[src/sv/csfw_pkg.sv]
package csfw_pkg;

  localparam int QUEUE_DEPTH = 16;
  localparam int ID_BITS     = 8;
  localparam int COUNT_BITS  = 8;

  localparam int PTR_W      = $clog2(QUEUE_DEPTH);
  localparam int FILL_W     = $clog2(QUEUE_DEPTH + 1);
  localparam int OP_W       = 2;
  localparam int PID_W      = 8;
  localparam int INIT_W     = 8;
  localparam int EV_W       = 3;
  localparam int OUT_ID_W   = 8;

  localparam logic [OP_W-1:0] OP_WAIT    = 2'd0;
  localparam logic [OP_W-1:0] OP_POST    = 2'd1;
  localparam logic [OP_W-1:0] OP_RELEASE = 2'd2;

  localparam logic [EV_W-1:0] EV_IGNORED   = 3'd0;
  localparam logic [EV_W-1:0] EV_GRANTED   = 3'd1;
  localparam logic [EV_W-1:0] EV_BLOCKED   = 3'd2;
  localparam logic [EV_W-1:0] EV_COUNTUP   = 3'd3;
  localparam logic [EV_W-1:0] EV_WOKE      = 3'd4;
  localparam logic [EV_W-1:0] EV_FULL      = 3'd5;
  localparam logic [EV_W-1:0] EV_SATURATED = 3'd6;
  localparam logic [EV_W-1:0] EV_NONE      = 3'd7;

  typedef struct packed {
    logic push;
    logic pop;
    logic walk_first;
    logic walk_next;
    logic clear;
  } q_cmd_t;

  typedef struct packed {
    logic               empty;
    logic               full;
    logic               walk_last;
    logic [ID_BITS-1:0] rdata;
  } q_stat_t;

  typedef struct packed {
    logic inc;
    logic dec;
    logic load;
  } cnt_cmd_t;

  typedef struct packed {
    logic zero;
    logic at_max;
  } cnt_stat_t;

endpackage

[src/sv/csfw_queue.sv]
module csfw_queue (
  input  logic                   clk_i,
  input  logic                   rst_ni,
  input  csfw_pkg::q_cmd_t       cmd_i,
  input  logic [csfw_pkg::ID_BITS-1:0] wdata_i,
  output csfw_pkg::q_stat_t      stat_o
);
  import csfw_pkg::*;

  logic [ID_BITS-1:0] mem [QUEUE_DEPTH];
  logic [PTR_W-1:0]   head_q, head_d;
  logic [PTR_W-1:0]   tail_q, tail_d;
  logic [PTR_W-1:0]   walk_q, walk_d;
  logic [FILL_W-1:0]  fill_q, fill_d;
  logic [FILL_W-1:0]  remain_q, remain_d;
  logic [ID_BITS-1:0] rdata_q;
  logic [PTR_W-1:0]   rd_addr;
  logic [PTR_W-1:0]   tail_m1;
  logic               rd_en;

  function automatic logic [PTR_W-1:0] ptr_inc(input logic [PTR_W-1:0] p);
    ptr_inc = (p == PTR_W'(QUEUE_DEPTH - 1)) ? '0 : p + PTR_W'(1);
  endfunction

  function automatic logic [PTR_W-1:0] ptr_dec(input logic [PTR_W-1:0] p);
    ptr_dec = (p == '0) ? PTR_W'(QUEUE_DEPTH - 1) : p - PTR_W'(1);
  endfunction

  assign tail_m1 = ptr_dec(tail_q);
  assign rd_en   = cmd_i.pop | cmd_i.walk_first | cmd_i.walk_next;

  always_comb begin
    if (cmd_i.pop) begin
      rd_addr = head_q;
    end else if (cmd_i.walk_first) begin
      rd_addr = tail_m1;
    end else begin
      rd_addr = walk_q;
    end
  end

  always_comb begin
    head_d   = head_q;
    tail_d   = tail_q;
    fill_d   = fill_q;
    walk_d   = walk_q;
    remain_d = remain_q;
    if (cmd_i.clear) begin
      head_d = '0;
      tail_d = '0;
      fill_d = '0;
    end else if (cmd_i.push) begin
      tail_d = ptr_inc(tail_q);
      fill_d = fill_q + FILL_W'(1);
    end else if (cmd_i.pop) begin
      head_d = ptr_inc(head_q);
      fill_d = fill_q - FILL_W'(1);
    end
    // The walk runs newest-first from the tail without touching the queue.
    if (cmd_i.walk_first) begin
      walk_d   = ptr_dec(tail_m1);
      remain_d = fill_q;
    end else if (cmd_i.walk_next) begin
      walk_d   = ptr_dec(walk_q);
      remain_d = remain_q - FILL_W'(1);
    end
  end

  always_ff @(posedge clk_i or negedge rst_ni) begin
    if (!rst_ni) begin
      head_q   <= '0;
      tail_q   <= '0;
      fill_q   <= '0;
      walk_q   <= '0;
      remain_q <= '0;
    end else begin
      head_q   <= head_d;
      tail_q   <= tail_d;
      fill_q   <= fill_d;
      walk_q   <= walk_d;
      remain_q <= remain_d;
    end
  end

  always_ff @(posedge clk_i) begin
    if (cmd_i.push) begin
      mem[tail_q] <= wdata_i;
    end
    if (rd_en) begin
      rdata_q <= mem[rd_addr];
    end
  end

  assign stat_o.empty     = (fill_q == '0);
  assign stat_o.full      = (fill_q == FILL_W'(QUEUE_DEPTH));
  assign stat_o.walk_last = (remain_q == FILL_W'(1));
  assign stat_o.rdata     = rdata_q;

endmodule

[src/sv/csfw_count.sv]
module csfw_count (
  input  logic                         clk_i,
  input  logic                         rst_ni,
  input  logic                         cfg_we_i,
  input  logic [csfw_pkg::INIT_W-1:0]  cfg_wdata_i,
  input  csfw_pkg::cnt_cmd_t           cmd_i,
  output csfw_pkg::cnt_stat_t          stat_o
);
  import csfw_pkg::*;

  logic [INIT_W-1:0]     init_q;
  logic [COUNT_BITS-1:0] count_q, count_d;
  logic [COUNT_BITS-1:0] delta;
  logic [COUNT_BITS-1:0] sum;

  // One adder serves both directions: minus one is all ones.
  assign delta = cmd_i.dec ? '1 : COUNT_BITS'(1);
  assign sum   = count_q + delta;

  always_comb begin
    count_d = count_q;
    if (cmd_i.load) begin
      count_d = COUNT_BITS'(init_q);
    end else if (cmd_i.inc || cmd_i.dec) begin
      count_d = sum;
    end
  end

  always_ff @(posedge clk_i or negedge rst_ni) begin
    if (!rst_ni) begin
      init_q  <= '0;
      count_q <= '0;
    end else begin
      if (cfg_we_i) begin
        init_q <= cfg_wdata_i;
      end
      count_q <= count_d;
    end
  end

  assign stat_o.zero   = (count_q == '0);
  assign stat_o.at_max = (count_q == '1);

endmodule

[src/sv/counting_semaphore_fifo_waiters.sv]
// Flow: an accepted wait or post is decided in the DECIDE state and its result
// is strobed from a register; a post that wakes a waiter passes through POP.
// A new transaction is taken only while idle; a release of n waiters strobes
// its wake results back to back, paced by the single queue memory read port.
// Reset clears the count, the queue pointers and the initial count at once.
// Results cannot be stalled: each one is shown for exactly one cycle.
module counting_semaphore_fifo_waiters (
  input  logic                          clk_i,
  input  logic                          rst_ni,
  input  logic                          start,
  output logic                          busy,
  input  logic [csfw_pkg::OP_W-1:0]     operation_i,
  input  logic [csfw_pkg::PID_W-1:0]    process_id_i,
  input  logic                          in_thread_mode_i,
  input  logic                          cfg_we_i,
  input  logic [csfw_pkg::INIT_W-1:0]   cfg_wdata_i,
  output logic                          res_strobe_o,
  output logic [csfw_pkg::EV_W-1:0]     event_res_o,
  output logic [csfw_pkg::OUT_ID_W-1:0] woken_id_o,
  output logic                          switch_request_o,
  output logic                          last_o
);
  import csfw_pkg::*;

  localparam logic [1:0] S_IDLE   = 2'd0;
  localparam logic [1:0] S_DECIDE = 2'd1;
  localparam logic [1:0] S_POP    = 2'd2;
  localparam logic [1:0] S_WALK   = 2'd3;

  logic [1:0]         state_q, state_d;
  logic [OP_W-1:0]    op_q;
  logic [ID_BITS-1:0] pid_q;
  logic               thread_q;

  logic               emit;
  logic [EV_W-1:0]    ev_d;
  logic [ID_BITS-1:0] id_d;
  logic               sw_d, last_d;

  logic               strobe_q;
  logic [EV_W-1:0]    ev_q;
  logic [ID_BITS-1:0] id_q;
  logic               sw_q, last_q;

  q_cmd_t    q_cmd;
  q_stat_t   q_stat;
  cnt_cmd_t  c_cmd;
  cnt_stat_t c_stat;

  logic accept;
  assign accept = start && (state_q == S_IDLE);

  csfw_queue u_queue (
    .clk_i   (clk_i),
    .rst_ni  (rst_ni),
    .cmd_i   (q_cmd),
    .wdata_i (pid_q),
    .stat_o  (q_stat)
  );

  csfw_count u_count (
    .clk_i       (clk_i),
    .rst_ni      (rst_ni),
    .cfg_we_i    (cfg_we_i),
    .cfg_wdata_i (cfg_wdata_i),
    .cmd_i       (c_cmd),
    .stat_o      (c_stat)
  );

  always_comb begin
    state_d = state_q;
    q_cmd   = '0;
    c_cmd   = '0;
    emit    = 1'b0;
    ev_d    = EV_IGNORED;
    id_d    = '0;
    sw_d    = 1'b0;
    last_d  = 1'b1;
    unique case (state_q)
      S_IDLE: begin
        if (start) begin
          state_d = S_DECIDE;
        end
      end
      S_DECIDE: begin
        state_d = S_IDLE;
        unique case (op_q)
          OP_RELEASE: begin
            if (q_stat.empty) begin
              emit        = 1'b1;
              ev_d        = EV_NONE;
              q_cmd.clear = 1'b1;
              c_cmd.load  = 1'b1;
            end else begin
              q_cmd.walk_first = 1'b1;
              state_d          = S_WALK;
            end
          end
          OP_WAIT: begin
            emit = 1'b1;
            if (!thread_q) begin
              ev_d = EV_IGNORED;
            end else if (!c_stat.zero) begin
              ev_d      = EV_GRANTED;
              c_cmd.dec = 1'b1;
            end else if (q_stat.full) begin
              ev_d = EV_FULL;
              id_d = pid_q;
            end else begin
              ev_d       = EV_BLOCKED;
              id_d       = pid_q;
              sw_d       = 1'b1;
              q_cmd.push = 1'b1;
            end
          end
          OP_POST: begin
            if (!thread_q) begin
              emit = 1'b1;
              ev_d = EV_IGNORED;
            end else if (!q_stat.empty) begin
              q_cmd.pop = 1'b1;
              state_d   = S_POP;
            end else if (c_stat.at_max) begin
              emit = 1'b1;
              ev_d = EV_SATURATED;
            end else begin
              emit      = 1'b1;
              ev_d      = EV_COUNTUP;
              c_cmd.inc = 1'b1;
            end
          end
          default: begin
            emit = 1'b1;
            ev_d = EV_IGNORED;
          end
        endcase
      end
      S_POP: begin
        emit    = 1'b1;
        ev_d    = EV_WOKE;
        id_d    = q_stat.rdata;
        sw_d    = 1'b1;
        state_d = S_IDLE;
      end
      S_WALK: begin
        emit   = 1'b1;
        ev_d   = EV_WOKE;
        id_d   = q_stat.rdata;
        last_d = q_stat.walk_last;
        if (q_stat.walk_last) begin
          q_cmd.clear = 1'b1;
          c_cmd.load  = 1'b1;
          state_d     = S_IDLE;
        end else begin
          q_cmd.walk_next = 1'b1;
        end
      end
      default: begin
        state_d = S_IDLE;
      end
    endcase
  end

  always_ff @(posedge clk_i or negedge rst_ni) begin
    if (!rst_ni) begin
      state_q  <= S_IDLE;
      strobe_q <= 1'b0;
    end else begin
      state_q  <= state_d;
      strobe_q <= emit;
    end
  end

  always_ff @(posedge clk_i) begin
    if (accept) begin
      op_q     <= operation_i;
      pid_q    <= process_id_i[ID_BITS-1:0];
      thread_q <= in_thread_mode_i;
    end
    if (emit) begin
      ev_q   <= ev_d;
      id_q   <= id_d;
      sw_q   <= sw_d;
      last_q <= last_d;
    end
  end

  assign busy             = (state_q != S_IDLE);
  assign res_strobe_o     = strobe_q;
  assign event_res_o      = ev_q;
  assign woken_id_o       = OUT_ID_W'(id_q);
  assign switch_request_o = sw_q;
  assign last_o           = last_q;

endmodule

[config.mk]
export PLATFORM = sky130hd
export DESIGN_NAME = counting_semaphore_fifo_waiters
export DESIGN_NICKNAME = d
export VERILOG_FILES = /design/src/sv/csfw_pkg.sv /design/src/sv/csfw_queue.sv /design/src/sv/csfw_count.sv /design/src/sv/counting_semaphore_fifo_waiters.sv
export SDC_FILE = /design/constraint.sdc
export NUM_CORES = 1
export LEC_CHECK = 0
export ABC_AREA = 1
export BUFFER_PORTS_ARGS = -buffer_cell sky130_fd_sc_hd__buf_2
export CELL_PAD_IN_SITES_DETAIL_PLACEMENT = 1
export CELL_PAD_IN_SITES_GLOBAL_PLACEMENT = 1
export CORE_MARGIN = 2
export CORE_UTILIZATION = 53
export CTS_CLUSTER_DIAMETER = 30
export DETAILED_ROUTE_END_ITERATION = 7
export PLACE_DENSITY = 0.82
export SKIP_CTS_REPAIR_TIMING = 1
export SYNTH_ARGS = -nofsm -noshare
export SYNTH_HDL_FRONTEND = slang
export SYNTH_HIERARCHICAL = 1
export SYNTH_SLANG_ARGS = --single-unit
[constraint.sdc]
create_clock -name clk_i -period 4.7 [get_ports clk_i]
set_input_delay 0.235 -clock clk_i [delete_from_list [all_inputs] [get_ports clk_i]]
set_output_delay 0.235 -clock clk_i [all_outputs]
set_load 0.01 [all_outputs]
==> qor.csv, run 1 <==
metric,value,unit
status,"complete, no violations",
Layout area overhead,19.3,%
total clock sinks,201,
setup tns final,0,ps
Synth Area in Compound Gates,4.96,%
post-synthesis instance total,1003,
NetSw,3.04,mW
Worst slew margin,34.9,%
largest net degree at the start of global routing,65,
pwr/cell area,685,nW/um^2
leading area contributor after synthesis,edfxtp_1,
pre-CTS WS,1510,ps
GP Congestion,0.833,
clock root cell,clkbuf_16,
Die X,141,um
initial antenna violation count,0,
synthesis-stage register bit count,201,
final critical-path share of the clock period,72.6,%
GR Util All Layers,32.0,%
Iter 0 DRT Violations,869,
sequential share of power,31.1,%
first-pass GRT wire length,47.7,mm
Die Height,141,um
async set-reset flop share out of synthesis,20.4,%
RSZ-0062 raised after global routing,no,
startpoint types,flop,
CTS tree,built,
total grt overflow,0,
clock-pin slew on the worst setup and hold paths,50,ps
Max Freq,0.293,GHz
"Slew Viols, Final",0,
"EDFF count, synth",160,
clk_skew,19.1,ps
DRC Markers,0,
hold crit path type,in2reg,
Layout Nets,1129,
later-pin clock latency in the skew report,520,ps
leakage,5.24,nW
fraction of layout cells with a size suffix above 1,13.2,%
crit path kind,reg2reg,
DRT Pass-1 Iters,7,
combinational share of power,31.5,%
IO Count,38,
largest family of logic cells by synthesized area,simple AND/OR/NAND/NOR gates,
"most common cell after layout, fill and taps aside",nand3_1,
fin crit period,3410,ps
post-detail-place hpwl,18.7,mm
Synth Area in Simple Gates,22.2,%
CP Max Fanout,9,
Critical Path RT,4840,ps
Vias/cell,6.02,
Mapped Area,9960,sq um
mux share of post-synthesis cell area,0.226,%
Routed WL,33.1,mm
Setup WS post-layout,1290,ps
Synth area leaders,"edfxtp_1, dfrtp_1, nand3_1, inv_1, nand2_1",
synthesis warning total,6,
Synth Area per Inst,9.93,sq um
Netlist cell types,44,
Synth Net Count,1057,
xor/xnor share of the synthesized area,0.880,%
Clk pwr share,37.5,%
Port Buffer Count,37,
"Arr. time, crit path",3550,ps
Least-Margin Pin Slew,976,ps
# diodes,0,
sequential-to-total area share from yosys stat,58.6,%
adder-cell share of the synthesized area,4.05,%
placeable core area,18600,sq um
vias post-DR,8061,
Pint,5.10,mW
DRT antenna net count,0,
CTS max path bufs,3,
H-tree Lvls,2,
Sw Share,37.3,%
critical path capture point type,flop,
wire per inst,24.7,um
most used flip-flop cell after synthesis,edfxtp_1,
share of the synthesized area in the top cell type,48.3,%
num rows,50,
vias in the first global route,8410,
final setup violation count,0,
fillers,1974,
final-report hold violation count,0,
clock buffer count from CTS,38,
area of the die,19900,sq um
initial cell density of the core,53.6,%
Peak VDD IR,0.000448,V
MaxCap Viol Count,0,
"commonest cells after routing, fill and taps aside","nand3_1, inv_1, nand2_1, edfxtp_1, nor2_1",
layout make-up:
type	count	area [sq um]	area share (%)
clock buffer	43	1010	8.51
inverter	183	687	5.78
multi-input combinational	586	3230	27.2
sequential	201	5830	49.1
clock inverter	26	389	3.28
tap	234	293	2.46
timing repair buffer	65	443	3.73
metrics by stage:
step / util (%) / total power, mW / hold WS (ps) / cell area, sq um / std cells
floorplan: - / 4.20 / -60.6 / 9960 / 1003
global placement: 55.4 / 4.82 / 412 / 10300 / 1250
detailed placement: 55.4 / 4.92 / 414 / 10300 / 1250
CTS: 62.9 / 8.05 / -126 / 11700 / 1319
global route: 63.9 / 8.47 / 14.6 / 11900 / 1338
finish: 63.9 / 8.14 / 30.7 / 11900 / 1338
worst max-delay path, stage by stage, from the launching register on:
cell     delay (ps)
dfrtp_1         400
inv_1           180
nand2_1          80
nor4_1          710
nand2_2         200
nor2_8          230
nand2_4          60
inv_2           150
nand2_1         250
nor2_1          760
layer usage:
metal	wire, um	vias to the layer above	GRT usage [%]
li1	-	3522	-
met1	12400	4028	37.3
met2	17200	401	56.7
met3	2010	110	5.74
met4	1460	0	16.0
met5	0	-	0
flip-flops by register name, summed over array words and instances, names as in the netlist:
name / cells
woken_id_o: 8
u_queue/remain_q: 5
state_q: 2
event_res_o: 3
pid_q: 8
u_queue/tail_q: 4
u_queue/fill_q: 5
u_queue/mem: 128
thread_q: 1
u_queue/rdata_q: 8
switch_request_o: 1
op_q: 2
last_o: 1
u_count/count_q: 8
u_count/init_q: 8
u_queue/walk_q: 4
u_queue/head_q: 4
res_strobe_o: 1
cell families after synthesis:
family	count (synthesis)
and+or+nand+nor	460
buffers and inverters	216
DFF	201
AOI/OAI and AO/OA	83
adders and majority gates	31
xor gates and xnor gates	10
muxes	2
cells in the mapped netlist, drive strengths merged (7+ instances only):
| master | number |
|---|---|
| a21oi | 23 |
| buf | 31 |
| dfrtp | 41 |
| edfxtp | 160 |
| ha | 29 |
| inv | 183 |
| nand2 | 174 |
| nand3 | 183 |
| nand3b | 35 |
| nand4 | 7 |
| nor2 | 51 |
| o21ai | 37 |
| o22ai | 9 |
worst paths after layout:
| path | start | to | slack (ps) | cells past startpoint |
|---|---|---|---|---|
| max in group asynchronous | rst_ni | u_queue/walk_q[0] | 3620 | 2 |
| worst min-delay path | cfg_wdata_i[3] | u_count/init_q[3] | 30 | 3 |
| min in group asynchronous | rst_ni | u_count/init_q[4] | 450 | 2 |
| worst max-delay path | u_count/count_q[0] | u_queue/mem[15][5] | 1290 | 9 |
| worst max register to register | u_count/count_q[0] | u_queue/mem[15][5] | 1290 | 9 |
| worst min register to register | u_queue/remain_q[1] | u_queue/remain_q[1] | 530 | 2 |
power by group through the flow:
| stage | Combinational [mW] | Clock [mW] | Sequential (mW) |
|---|---|---|---|
| finish | 2.56 | 3.05 | 2.53 |
| floorplan | 1.78 | 0 | 2.42 |
| global placement | 2.29 | 0 | 2.53 |
| detailed placement | 2.38 | 0 | 2.53 |
| global route | 2.78 | 3.15 | 2.54 |
| CTS | 2.48 | 3.05 | 2.52 |
Power figures use the tool's default switching activity.
==> run 2, diff against run 1 <==
--- a/config.mk
+++ b/config.mk
@@ -10,10 +10,10 @@
 export CELL_PAD_IN_SITES_DETAIL_PLACEMENT = 1
 export CELL_PAD_IN_SITES_GLOBAL_PLACEMENT = 1
 export CORE_MARGIN = 2
-export CORE_UTILIZATION = 53
+export CORE_UTILIZATION = 44
 export CTS_CLUSTER_DIAMETER = 30
 export DETAILED_ROUTE_END_ITERATION = 7
-export PLACE_DENSITY = 0.82
+export PLACE_DENSITY = 0.73
 export SKIP_CTS_REPAIR_TIMING = 1
 export SYNTH_ARGS = -nofsm -noshare
 export SYNTH_HDL_FRONTEND = slang
==> constraint.sdc (replaced) <==
create_clock -name clk_i -period 2.75 [get_ports clk_i]
set_input_delay 0.1375 -clock clk_i [delete_from_list [all_inputs] [get_ports clk_i]]
set_output_delay 0.1375 -clock clk_i [all_outputs]
set_load 0.01 [all_outputs]
==> run 2 against run 1 <==
The run now ends with hold timing, setup timing left; core utilization fell by 8.5 points; final cell count rose by 7.5%; wire length fell by 4.9%; cell area rose by 4.6%; non-clock buffer count rose by 36; sequential power rose by 68%; clock power rose by 68%; global-route usage fell by 7.1 points; die area rose by 20%; largest cell class unchanged.
==> qor.csv, run 2 (same netlist as run 1, synthesis figures left out) <==
metric,value,unit,change
status,finished with violations,,
failing checks,"hold timing, setup timing",,
post-detail-place hpwl,18.6,mm,-0.38%
DRC Markers,0,,unchanged
crit path kind,reg2reg,,
Layout Nets,1172,,+3.8%
Die X,154,um,+9.5%
wire per inst,21.8,um,-12%
CTS tree,built,,
H-tree Lvls,2,,unchanged
hold crit path type,in2reg,,
later-pin clock latency in the skew report,530,ps,about the same
"Slew Viols, Final",0,,unchanged
Vias/cell,5.53,,-8.1%
initial antenna violation count,0,,unchanged
Port Buffer Count,37,,unchanged
"Core Util, Final",55.4,%,-8.5 points
Layout area overhead,24.8,%,
"Arr. time, crit path",3020,ps,-530 ps
DRT antenna net count,0,,unchanged
CP max-delay cell,a21oi_4,,
vias in the first global route,8436,,+0.31%
Setup WS post-layout,-1.01,ps,-1290 ps
first-pass GRT wire length,45.3,mm,-5.0%
initial cell density of the core,44.4,%,-9.2 points
IO Count,38,,unchanged
Largest Register,u_queue/mem,,
Least-Margin Pin Slew,1030,ps,+51.3 ps
fin crit period,2750,ps,-662 ps
final-report hold violation count,2,,+2
Critical Path RT,3020,ps,-1820 ps
vias post-DR,7964,,-1.2%
critical path capture point type,flop,,
"slowest stage delay, CP",490,ps,-270 ps
placeable core area,22400,sq um,+21%
clock-pin slew on the worst setup and hold paths,50,ps,about the same
MaxCap Viol Count,0,,unchanged
fillers,2503,,+27%
num rows,55,,+10%
CTS max path bufs,3,,unchanged
r2r setup slk,-1,ps,-1290 ps
Final Cell Area,12400,sq um,+4.6%
CP Max Fanout,16,,+7
total grt overflow,0,,unchanged
final setup violation count,1,,+1
GP Congestion,0.790,,-5.1%
post-place instance area,10600,sq um,+3.0%
clock buffer count from CTS,45,,+18%
Iter 0 DRT Violations,619,,-29%
pwr/cell area,1150,nW/um^2,+67%
worst path cell trace,inv_1 -> ha_2 -> nand2_1 -> nor2_1 -> buf_4 -> a21oi_2 -> a21oi_4 -> nand3_1 -> nand3_1 -> nand2_1,,
largest net degree at the start of global routing,65,,unchanged
# diodes,0,,unchanged
"most common cell after layout, fill and taps aside",nand3_1,,
final hold slack,-19.9,ps,-50.6 ps
fraction of layout cells with a size suffix above 1,17.0,%,+3.8 points
Largest register FFs,128,,unchanged
clk_skew,18.5,ps,-0.645 ps
area of the die,23800,sq um,+20%
clock root cell,clkbuf_16,,
leakage,5.51,nW,+5.1%
Die Height,154,um,+9.5%
GR Util All Layers,24.8,%,-7.1 points
DRT Pass-1 Iters,7,,unchanged
startpoint types,flop,,
Worst slew margin,31.5,%,-3.4 points
"commonest cells after routing, fill and taps aside","nand3_1, inv_1, nand2_1, edfxtp_1, clkbuf_16",,
Max Freq,0.364,GHz,+24%
total clock sinks,201,,unchanged
Peak VDD IR,0.000791,V,+77%
final critical-path share of the clock period,100,%,+27 points
Routed WL,31.4,mm,-4.9%
-- run 2: report_power, final --
part	switching (mW)	internal (mW)	total [mW]
registers	0.421	3.83	4.26
clock network	1.70	3.42	5.12
logic	3.22	1.64	4.86
total	5.34	8.89	14.2
-- run 2: worst paths after layout --
| check | from | endpoint | depth (start not counted) |
|---|---|---|---|
| min in group asynchronous | rst_ni | res_strobe_o | 2 |
| max reg2reg | state_q[1] | u_queue/rdata_q[5] | 10 |
| max | state_q[1] | u_queue/rdata_q[5] | 10 |
| max in group asynchronous | rst_ni | u_queue/fill_q[0] | 2 |
| min | cfg_we_i | u_count/init_q[5] | 3 |
| min reg2reg | u_queue/remain_q[1] | u_queue/remain_q[1] | 2 |
-- run 2: stage by stage --
step | instances | setup WS, ps | setup TNS [ps] | power, mW | hold WS, ps
after floorplan | 1003 | -46.3 | -46.3 | 7.18 | -158
after global placement | 1328 | 130 | 0 | 8.33 | 314
after detailed placement | 1328 | 39.3 | 0 | 8.51 | 316
after CTS | 1411 | 3.77 | 0 | 13.7 | -226
after global routing | 1439 | -95.6 | -269 | 14.9 | 27.2
final | 1439 | -1.01 | -1.01 | 14.2 | -19.9
-- run 2: final cells by class --
class                           instances  area, sq um  share of cell area [%]
Timing Repair Buffer                  101          816                    6.56
Inverter                              183          689                    5.55
Clock buffer                           54         1180                    9.50
Clock inverter                         29          270                    2.17
Sequential cell                       201         5830                    46.9
Tap cell                              285          357                    2.87
Multi-Input combinational cell        586         3290                    26.4
-- run 2: worst max-delay path, delay by kind of cell (launching register included) --
kind                     cells  cell delay, ps
flip-flops                   1             400
adder cells (fa/ha/maj)      1             280
AO/OA/AOI/OAI                2             570
AND/OR/NAND/NOR              5             880
buffers and inverters        2             360
-- run 2: routing by layer --
metal	track usage [%]	wire (um)
met2	47.6	17000
met3	3.81	1490
met5	0	0
met1	26.9	11700
met4	10.9	1260
